File: src/mexp_pkg.sv
// ----------------------------------------------------------------------------
// Modular exponentiation package
// Shared widths, register map, multiply-reduce unit request types and the
// single remainder step used by the shared unit.
// ----------------------------------------------------------------------------
`default_nettype none

package mexp_pkg;

  // Field widths.
  localparam int BASE_W   = 31;
  localparam int EXP_W    = 32;
  localparam int MOD_W    = 31;
  localparam int RESULT_W = 31;

  // Default number of exponent bits that are scanned.
  localparam int EXP_WIDTH_DEFAULT = 32;

  // Configuration register map.
  localparam int APB_ADDR_W = 2;
  localparam int APB_DATA_W = 32;
  localparam logic [APB_ADDR_W-1:0] ADDR_MODULUS = 2'd0;
  localparam logic [MOD_W-1:0] MODULUS_RESET = 31'd1000000007;

  // Multiply-reduce unit: the product is 2*MOD_W bits wide. The top bits
  // above MM_LO_W already form a residue, the low MM_LO_W bits are shifted
  // into it MM_STEPS bits per cycle.
  localparam int PROD_W    = 2 * MOD_W;
  localparam int MM_LO_W   = 32;
  localparam int MM_HI_W   = PROD_W - MM_LO_W;
  localparam int MM_STEPS  = 2;
  localparam int MM_CYCLES = MM_LO_W / MM_STEPS;
  localparam int MM_CNT_W  = $clog2(MM_CYCLES);

  // Request into the shared multiply-reduce unit.
  typedef struct packed {
    logic             start;
    logic [MOD_W-1:0] a;
    logic [MOD_W-1:0] b;
    logic [MOD_W-1:0] modulus;
  } mm_req_t;

  // Response from the shared multiply-reduce unit.
  typedef struct packed {
    logic             done;
    logic [MOD_W-1:0] residue;
  } mm_rsp_t;

  // One restoring remainder step: shift a product bit into a residue that is
  // below the modulus, and subtract the modulus once if needed.
  function automatic logic [MOD_W-1:0] red_step(
    input logic [MOD_W-1:0] rem,
    input logic             din,
    input logic [MOD_W-1:0] modulus
  );
    logic [MOD_W:0] t;
    t = {rem, din};
    if (t >= {1'b0, modulus}) begin
      t = t - {1'b0, modulus};
    end
    return t[MOD_W-1:0];
  endfunction

endpackage

`default_nettype wire

File: src/mexp_if.sv
// ----------------------------------------------------------------------------
// Modular exponentiation channels
// Valid/ready interfaces for the request channel and the result channel.
// ----------------------------------------------------------------------------
`default_nettype none

interface mexp_in_if import mexp_pkg::*; ();
  logic              valid;
  logic              ready;
  logic [BASE_W-1:0] base;
  logic [EXP_W-1:0]  exponent;

  modport source (output valid, output base, output exponent, input ready);
  modport sink   (input valid, input base, input exponent, output ready);
endinterface

interface mexp_out_if import mexp_pkg::*; ();
  logic                valid;
  logic                ready;
  logic [RESULT_W-1:0] power_mod;

  modport source (output valid, output power_mod, input ready);
  modport sink   (input valid, input power_mod, output ready);
endinterface

`default_nettype wire

File: src/mexp_mulmod.sv
// ----------------------------------------------------------------------------
// Shared modular multiply unit
// Multiplies two operands and registers the product, then reduces the product
// modulo the modulus by restoring remainder steps, two product bits per cycle.
// ----------------------------------------------------------------------------
`default_nettype none

module mexp_mulmod import mexp_pkg::*; (
  input  wire logic    clk,
  input  wire logic    rst,
  input  wire mm_req_t req,
  output mm_rsp_t      rsp
);

  typedef enum logic [1:0] {
    MM_IDLE = 2'b01,
    MM_RED  = 2'b10
  } mm_state_t;

  mm_state_t           state;
  logic [MM_CNT_W-1:0] cnt;
  logic                done;
  logic [MOD_W-1:0]    rem;
  logic [MM_LO_W-1:0]  lo;
  logic [MOD_W-1:0]    modulus;
  logic [PROD_W-1:0]   prod;
  logic [MOD_W-1:0]    rem_next;

  // Full product of the two operands.
  assign prod = req.a * req.b;

  // Two chained remainder steps on the top bits of the low word.
  always_comb begin
    rem_next = rem;
    for (int k = 0; k < MM_STEPS; k++) begin
      rem_next = red_step(rem_next, lo[MM_LO_W-1-k], modulus);
    end
  end

  // Control: idle until a start, then reduce until the low word is used up.
  always_ff @(posedge clk) begin
    if (rst) begin
      state <= MM_IDLE;
      cnt   <= '0;
      done  <= 1'b0;
    end else begin
      done <= 1'b0;
      case (state)
        MM_IDLE: begin
          if (req.start) begin
            state <= MM_RED;
            cnt   <= '0;
          end
        end
        MM_RED: begin
          cnt <= cnt + 1'b1;
          if (cnt == MM_CNT_W'(MM_CYCLES - 1)) begin
            state <= MM_IDLE;
            done  <= 1'b1;
          end
        end
        default: begin
          state <= MM_IDLE;
        end
      endcase
    end
  end

  // Datapath: load the product, then shift the low word into the residue.
  always_ff @(posedge clk) begin
    if (state == MM_IDLE && req.start) begin
      rem     <= {{(MOD_W - MM_HI_W){1'b0}}, prod[PROD_W-1:MM_LO_W]};
      lo      <= prod[MM_LO_W-1:0];
      modulus <= req.modulus;
    end else if (state == MM_RED) begin
      rem <= rem_next;
      lo  <= lo << MM_STEPS;
    end
  end

  assign rsp.done    = done;
  assign rsp.residue = rem;

endmodule

`default_nettype wire

File: src/modular_exponentiation.sv
// ----------------------------------------------------------------------------
// Modular exponentiation
// Computes base ** exponent mod modulus by right-to-left square-and-multiply.
// ----------------------------------------------------------------------------
// Usage:
// A request on in_ch carries a base and an exponent; it is taken when valid
// and ready are both high, and ready is high only while the block is idle.
// One result per request leaves on out_ch through an output register, so a
// new request is taken while the previous result still waits for the sink.
// The modulus is written through the APB port at byte address 0, and the
// user must write it only while the block is idle: the block does not enforce
// this. Reset loads 1000000007. Every modular multiply goes through one shared
// multiply-reduce unit, which loads the product and then reduces it two
// product bits at a time. The base is reduced first; then each scanned
// exponent bit below the highest set bit costs one square, plus one multiply
// when the bit is set, and the highest set bit costs only its multiply, where
// the scan stops. A modulus below 2 gives 0 without a multiply. Ready returns
// in the cycle the result becomes valid. If the sink stalls, the finished
// result is held in the block until the output register frees.
// Reset is synchronous and returns the block to idle with no result pending.
// ----------------------------------------------------------------------------
`default_nettype none

module modular_exponentiation import mexp_pkg::*; #(
  parameter int EXP_WIDTH = EXP_WIDTH_DEFAULT
) (
  input  wire logic                  clk,
  input  wire logic                  rst,
  mexp_in_if.sink                    in_ch,
  mexp_out_if.source                 out_ch,
  input  wire logic                  psel,
  input  wire logic                  penable,
  input  wire logic                  pwrite,
  input  wire logic [APB_ADDR_W-1:0] paddr,
  input  wire logic [APB_DATA_W-1:0] pwdata,
  output logic      [APB_DATA_W-1:0] prdata,
  output logic                       pready
);

  // Only the exponent bits present on the port can be set.
  localparam int SCAN_W = (EXP_WIDTH < EXP_W) ? EXP_WIDTH : EXP_W;

  typedef enum logic [5:0] {
    S_IDLE  = 6'b000001,
    S_RBASE = 6'b000010,
    S_STEP  = 6'b000100,
    S_WACC  = 6'b001000,
    S_WSQR  = 6'b010000,
    S_DONE  = 6'b100000
  } state_t;

  state_t              state;
  logic [MOD_W-1:0]    modulus;
  logic [MOD_W-1:0]    acc;
  logic [MOD_W-1:0]    pw;
  logic [SCAN_W-1:0]   exp_bits;
  logic [SCAN_W-1:0]   exp_rest;
  logic                out_valid;
  logic [RESULT_W-1:0] out_power_mod;
  logic                accept;
  mm_req_t             mm_req;
  mm_rsp_t             mm_rsp;

  assign accept   = in_ch.valid && in_ch.ready;
  assign exp_rest = exp_bits >> 1;

  // Configuration registers.
  assign pready = 1'b1;

  always_ff @(posedge clk) begin
    if (rst) begin
      modulus <= MODULUS_RESET;
    end else if (psel && penable && pwrite && paddr == ADDR_MODULUS) begin
      modulus <= pwdata[MOD_W-1:0];
    end
  end

  always_comb begin
    prdata = '0;
    if (paddr == ADDR_MODULUS) begin
      prdata = {{(APB_DATA_W - MOD_W){1'b0}}, modulus};
    end
  end

  // Shared unit instance.
  mexp_mulmod u_mulmod (
    .clk (clk),
    .rst (rst),
    .req (mm_req),
    .rsp (mm_rsp)
  );

  // Operand selection for the shared unit.
  always_comb begin
    mm_req         = '0;
    mm_req.modulus = modulus;
    case (state)
      S_IDLE: begin
        // Reduce the base by multiplying it by one.
        mm_req.start = accept && modulus >= MOD_W'(2);
        mm_req.a     = in_ch.base;
        mm_req.b     = MOD_W'(1);
      end
      S_STEP: begin
        mm_req.start = (exp_bits != '0);
        mm_req.a     = exp_bits[0] ? acc : pw;
        mm_req.b     = pw;
      end
      S_WACC: begin
        mm_req.start = mm_rsp.done && (exp_rest != '0);
        mm_req.a     = pw;
        mm_req.b     = pw;
      end
      default: begin
        mm_req.start = 1'b0;
      end
    endcase
  end

  // Sequencer over the exponent bits.
  always_ff @(posedge clk) begin
    if (rst) begin
      state <= S_IDLE;
    end else begin
      case (state)
        S_IDLE: begin
          if (accept) begin
            state <= (modulus < MOD_W'(2)) ? S_DONE : S_RBASE;
          end
        end
        S_RBASE: begin
          if (mm_rsp.done) begin
            state <= S_STEP;
          end
        end
        S_STEP: begin
          if (exp_bits == '0) begin
            state <= S_DONE;
          end else if (exp_bits[0]) begin
            state <= S_WACC;
          end else begin
            state <= S_WSQR;
          end
        end
        S_WACC: begin
          if (mm_rsp.done) begin
            state <= (exp_rest == '0) ? S_DONE : S_WSQR;
          end
        end
        S_WSQR: begin
          if (mm_rsp.done) begin
            state <= S_STEP;
          end
        end
        S_DONE: begin
          if (!out_valid || out_ch.ready) begin
            state <= S_IDLE;
          end
        end
        default: begin
          state <= S_IDLE;
        end
      endcase
    end
  end

  // Working registers: running result, current power and remaining exponent.
  always_ff @(posedge clk) begin
    case (state)
      S_IDLE: begin
        if (accept) begin
          acc      <= (modulus < MOD_W'(2)) ? '0 : MOD_W'(1);
          exp_bits <= in_ch.exponent[SCAN_W-1:0];
        end
      end
      S_RBASE: begin
        if (mm_rsp.done) begin
          pw <= mm_rsp.residue;
        end
      end
      S_WACC: begin
        if (mm_rsp.done) begin
          acc <= mm_rsp.residue;
        end
      end
      S_WSQR: begin
        if (mm_rsp.done) begin
          pw       <= mm_rsp.residue;
          exp_bits <= exp_rest;
        end
      end
      default: begin
      end
    endcase
  end

  // Output register toward the sink.
  always_ff @(posedge clk) begin
    if (rst) begin
      out_valid <= 1'b0;
    end else if (state == S_DONE && (!out_valid || out_ch.ready)) begin
      out_valid <= 1'b1;
    end else if (out_ch.ready) begin
      out_valid <= 1'b0;
    end
  end

  always_ff @(posedge clk) begin
    if (state == S_DONE && (!out_valid || out_ch.ready)) begin
      out_power_mod <= acc;
    end
  end

  assign in_ch.ready      = (state == S_IDLE);
  assign out_ch.valid     = out_valid;
  assign out_ch.power_mod = out_power_mod;

endmodule

`default_nettype wire

File: src/flat_wrapper.sv
// flat-port wrapper written by rule: the top's interface ports become plain ports
module modular_exponentiation_flat import mexp_pkg::*;
#(
  parameter int EXP_WIDTH = EXP_WIDTH_DEFAULT
)
  (clk, rst, psel, penable, pwrite, paddr, pwdata, prdata, pready, in_ch_valid, in_ch_base, in_ch_exponent, in_ch_ready, out_ch_valid, out_ch_power_mod, out_ch_ready);
  mexp_in_if in_ch_i ();
  mexp_out_if out_ch_i ();
  input  wire logic clk;
  input  wire logic rst;
  input  wire logic psel;
  input  wire logic penable;
  input  wire logic pwrite;
  input  wire logic [APB_ADDR_W-1:0] paddr;
  input  wire logic [APB_DATA_W-1:0] pwdata;
  output logic      [APB_DATA_W-1:0] prdata;
  output logic pready;
  input wire logic [$bits(in_ch_i.valid)-1:0] in_ch_valid;
  input wire logic [$bits(in_ch_i.base)-1:0] in_ch_base;
  input wire logic [$bits(in_ch_i.exponent)-1:0] in_ch_exponent;
  output wire logic [$bits(in_ch_i.ready)-1:0] in_ch_ready;
  output wire logic [$bits(out_ch_i.valid)-1:0] out_ch_valid;
  output wire logic [$bits(out_ch_i.power_mod)-1:0] out_ch_power_mod;
  input wire logic [$bits(out_ch_i.ready)-1:0] out_ch_ready;
  assign in_ch_i.valid = in_ch_valid;
  assign in_ch_i.base = in_ch_base;
  assign in_ch_i.exponent = in_ch_exponent;
  assign in_ch_ready = in_ch_i.ready;
  assign out_ch_valid = out_ch_i.valid;
  assign out_ch_power_mod = out_ch_i.power_mod;
  assign out_ch_i.ready = out_ch_ready;
  modular_exponentiation #(.EXP_WIDTH(EXP_WIDTH)) u_core (.clk(clk), .rst(rst), .in_ch(in_ch_i), .out_ch(out_ch_i), .psel(psel), .penable(penable), .pwrite(pwrite), .paddr(paddr), .pwdata(pwdata), .prdata(prdata), .pready(pready));
endmodule
File: config.mk
export PLATFORM = sky130hd
export DESIGN_NAME = modular_exponentiation_flat
export DESIGN_NICKNAME = d
export VERILOG_FILES = /design/src/mexp_pkg.sv /design/src/mexp_if.sv /design/src/mexp_mulmod.sv /design/src/modular_exponentiation.sv /design/src/flat_wrapper.sv
export SDC_FILE = /design/constraint.sdc
export NUM_CORES = 2
export LEC_CHECK = 0
export ABC_AREA = 1
export BUFFER_PORTS_ARGS = -buffer_cell sky130_fd_sc_hd__clkbuf_2
export CELL_PAD_IN_SITES_DETAIL_PLACEMENT = 1
export CELL_PAD_IN_SITES_GLOBAL_PLACEMENT = 2
export CORE_AREA = 2 2 344 346
export CTS_CLUSTER_DIAMETER = 40
export CTS_CLUSTER_SIZE = 30
export DETAILED_ROUTE_END_ITERATION = 16
export DIE_AREA = 0 0 346 348
export MAX_ROUTING_LAYER = met4
export PLACE_DENSITY = 0.94
export SYNTH_ARGS = -nofsm -noshare
export SYNTH_HDL_FRONTEND = slang
export SYNTH_SLANG_ARGS = --single-unit
File: constraint.sdc
create_clock -name clk -period 12 [get_ports clk]
set_clock_uncertainty 0.2 [all_clocks]
set_input_delay 1.2 -clock clk [delete_from_list [all_inputs] [get_ports clk]]
set_output_delay 1.2 -clock clk [all_outputs]
set_load 0.05 [all_outputs]
==> qor.csv <==
stage,metric,value,unit
outcome,status,"finished, final reports clean",
sta,final hold viol count,0,
cts,H-tree depth,2,
synthesis,ys flop type,edfxtp_1,
sta,fmax,98.4,MHz
die,core area,117000,sq um
global_routing,first-pass GRT wire length,261000,microns
synthesis,Post-synth EDFFs,218,
sta,RSZ-0062 raised after global routing,false,
final_layout,Syn-to-layout area delta,7.59,%
cts,"Clk pin slew, worst setup/hold paths",0.07,ns
global_routing,"Remaining Overflow, GRT",0,
global_routing,number of global-route vias before repair,45380,
global_routing,initial antenna violation count,3,
die,Ports,170,
pwr,Leak,29.7,nW
global_routing,GRT Util Overall,29.0,%
synthesis,mux contribution to synthesized area,0,%
critical_path,required time worst endpoint,12.11,ns
cts,CTS Hold Bufs,0,
critical_path,worst-case reg-to-reg path depth,34,
pwr,power consumption,0.00645,W
synthesis,asr flop ratio synth,0,%
die,starting density of the core,41.5,%
critical_path,most frequent CP cell,fa_1,
synthesis,"Avg Cell Area, Syn",7.74,sq um
pwr,Int Pwr,0.00300,W
final_layout,Nets,7589,
drt,via count,40832,
run,max-cap violations,0,
cts,Sink Count,264,
sta,worst setup margin,1.83,ns
critical_path,Worst Path Arrival,10.27,ns
synthesis,Post-Syn Area,48600,sq um
drt,Pre-Repair DR Iteration Count,5,
die,Die Wd,346,microns
critical_path,Crit path largest cell delay,0.85,ns
global_routing,GRT met1 Usage,36.1,%
pwr,sw frac,53.4,%
critical_path,critical path endpoint category,flop,
sta,Pins Over Slew Limit,0,
sta,setup TNS,0,ns
drt,Routed WL,167000,microns
synthesis,syn_nets,7540,
cts,Num CTS Buffers,35,
critical_path,CP max-delay cell,o21ai_2,
min_path,WHS Path Cells,0,
cts,Post-CTS Setup Bufs,0,
synthesis,Synth area leader,fa_1,
drt,Via-to-Cell Ratio,5.17,
synthesis,synth top area cells,"fa_1 (35%), edfxtp_1 (13%), inv_1 (13%)",
pwr,Power per Cell Area,123,nW/um^2
critical_path,worst-path fanout max,28,
synthesis,most frequent cell after synthesis,inv_1,
synthesis,top-area cell type share of the netlist area,34.6,%
pwr,Switching Power,0.00344,W
final_layout,layout cells sized above 1,6.88,%
synthesis,Synth Area in Compound Gates,5.47,%
die,# rows,126,
synthesis,Syn Inst Count,6279,
global_routing,GRT met3 Usage,2.82,%
synthesis,synthesized flop and latch total,264,
cts,Clock Latency Late Sink,0.57,ns
synthesis,Yosys cell types,46,
drt,drt wl/cell,21.2,microns
place,Buffers on Ports,166,
cts,CTS root buf,clkbuf_16,
global_routing,largest net degree at the start of global routing,62,
sta,Slew HR,13.7,%
critical_path,Buffers & Inverters on Critical Path,10,
synthesis,"Seq/Total Area, Yosys",15.4,%
synthesis,Synth Area in Adders,42.8,%
global_routing,most used routing layer,met2,
critical_path,Setup CP Type,reg2reg,
pwr,Comb power frac,59.0,%
critical_path,startpoint types,flop,
die,die height,348,microns
pwr,sequential power share,23.5,%
cts,TritonCTS clock tree,built,
place,HPWL after DPL,139000,microns
place,RD Place Congestion,1.00,
min_path,Min-Delay Path Class,reg2reg,
drt,ANT nets after route,0,
cts,worst-case clock buffer depth,3,
cts,post-CTS resize count,0,
synthesis,Synth Warn #,0,
critical_path,"Largest delay share family, worst path",adder cells,
pwr,Clock power frac,17.4,%
die,Die Area,120000,sq um
drt,Iteration-0 DRC Markers,2731,
sta,Setup Viol. Count Final,0,
synthesis,Synth top cells by count,"inv_1 (1698), nand2_1 (1684), fa_1 (839)",
synthesis,main combinational cell family by area after synthesis,adder cells,
critical_path,CP Depth,34,
synthesis,Simple-Gate Fraction of Synth Area,19.0,%
drt,number of remaining DRC errors,0,
sta,Final Critical Period,10.17,ns
place,"worst slack, placed",2.06,ns
sta,Slew @ Worst Pin,1.29,ns
global_routing,GR Util met2,50.6,%
pwr,VDD IR max,0.188,mV
synthesis,xor and xnor area share after synthesis,1.51,%
sta,Tcrit/Tclk final,84.7,%
[cell type report]
type	instances	area (sq um)
clock buffer	37	893
clock inverter	27	352
multi-input combinational	4032	33600
fill	14545	64700
inverter	1735	6520
tap	1536	1920
timing repair buffer	260	1550
sequential	264	7470
antenna	2	5.00
[metal layers]
layer | share of wire [%] | up-vias | wire length (microns)
met3 | 4.8 | 262 | 8040
met1 | 42 | 21148 | 70000
met2 | 51 | 951 | 84700
met4 | 2.8 | 0 | 4720
met5 | 0 | - | 0
li1 | - | 18471 | -
[sequential cells by signal, indices dropped and copies added, names as in the netlist, 6 cells and up]
register	flops
u_core.pw	31
u_core.state	6
u_core.out_ch.power_mod	31
u_core.u_mulmod.rem	31
u_core.acc	31
u_core.modulus	31
u_core.exp_bits	32
u_core.u_mulmod.modulus	31
u_core.u_mulmod.lo	32
[stage by stage]
| stage | instances | instance area, sq um | hold WS [ns] | utilization, % |
|---|---|---|---|---|
| after floorplan | 6279 | 48600 | 0.208 | - |
| after global placement | 7827 | 51000 | 0.215 | 43.6 |
| after detailed placement | 7827 | 51000 | 0.222 | 43.6 |
| after CTS | 7891 | 52300 | 0.232 | 44.7 |
| after global routing | 7892 | 52300 | 0.233 | 44.7 |
| final | 7893 | 52300 | 0.227 | 44.7 |
[path summary, 6_finish.rpt]
kind                                    startpoint                          end  slack (ns)
worst max-delay path               u_core.state[1]      u_core.u_mulmod.rem[26]        1.83
worst min-delay path            u_core.modulus[17]  u_core.u_mulmod.modulus[17]        0.23
worst max register to register     u_core.state[1]      u_core.u_mulmod.rem[26]        1.83
worst min register to register  u_core.modulus[17]  u_core.u_mulmod.modulus[17]        0.23
[cells in the final DEF (no fill, tap or decap), drive strengths merged, types with 54 or more instances in the layout]
cell / synthesis / layout
nor2: 332 / 332
ha: 318 / 318
clkbuf: 98 / 203
buf: 150 / 94
o21ai: 209 / 209
nand2: 1687 / 1687
nand3: 205 / 205
edfxtp: 218 / 218
a21oi: 162 / 162
fa: 839 / 839
inv: 1732 / 1742
xnor2: 54 / 54
[power by group through the flow]
stage,Sequential (W),Clock (W),Combinational (W)
final,0.00152,0.00112,0.00380
after global routing,0.00151,0.00117,0.00417
after CTS,0.00150,0.00114,0.00376
after detailed placement,0.00152,0,0.00372
after global placement,0.00151,0,0.00365
after floorplan,0.00137,0,0.00249
[cells by family after synthesis]
family,after synthesis
flip-flops,264
AND/OR/NAND/NOR,2320
buffers and inverters,1983
adder cells (fa/ha/maj),1157
AO/OA/AOI/OAI,469
other,2
XOR/XNOR,84
Power figures use the tool's default switching activity.
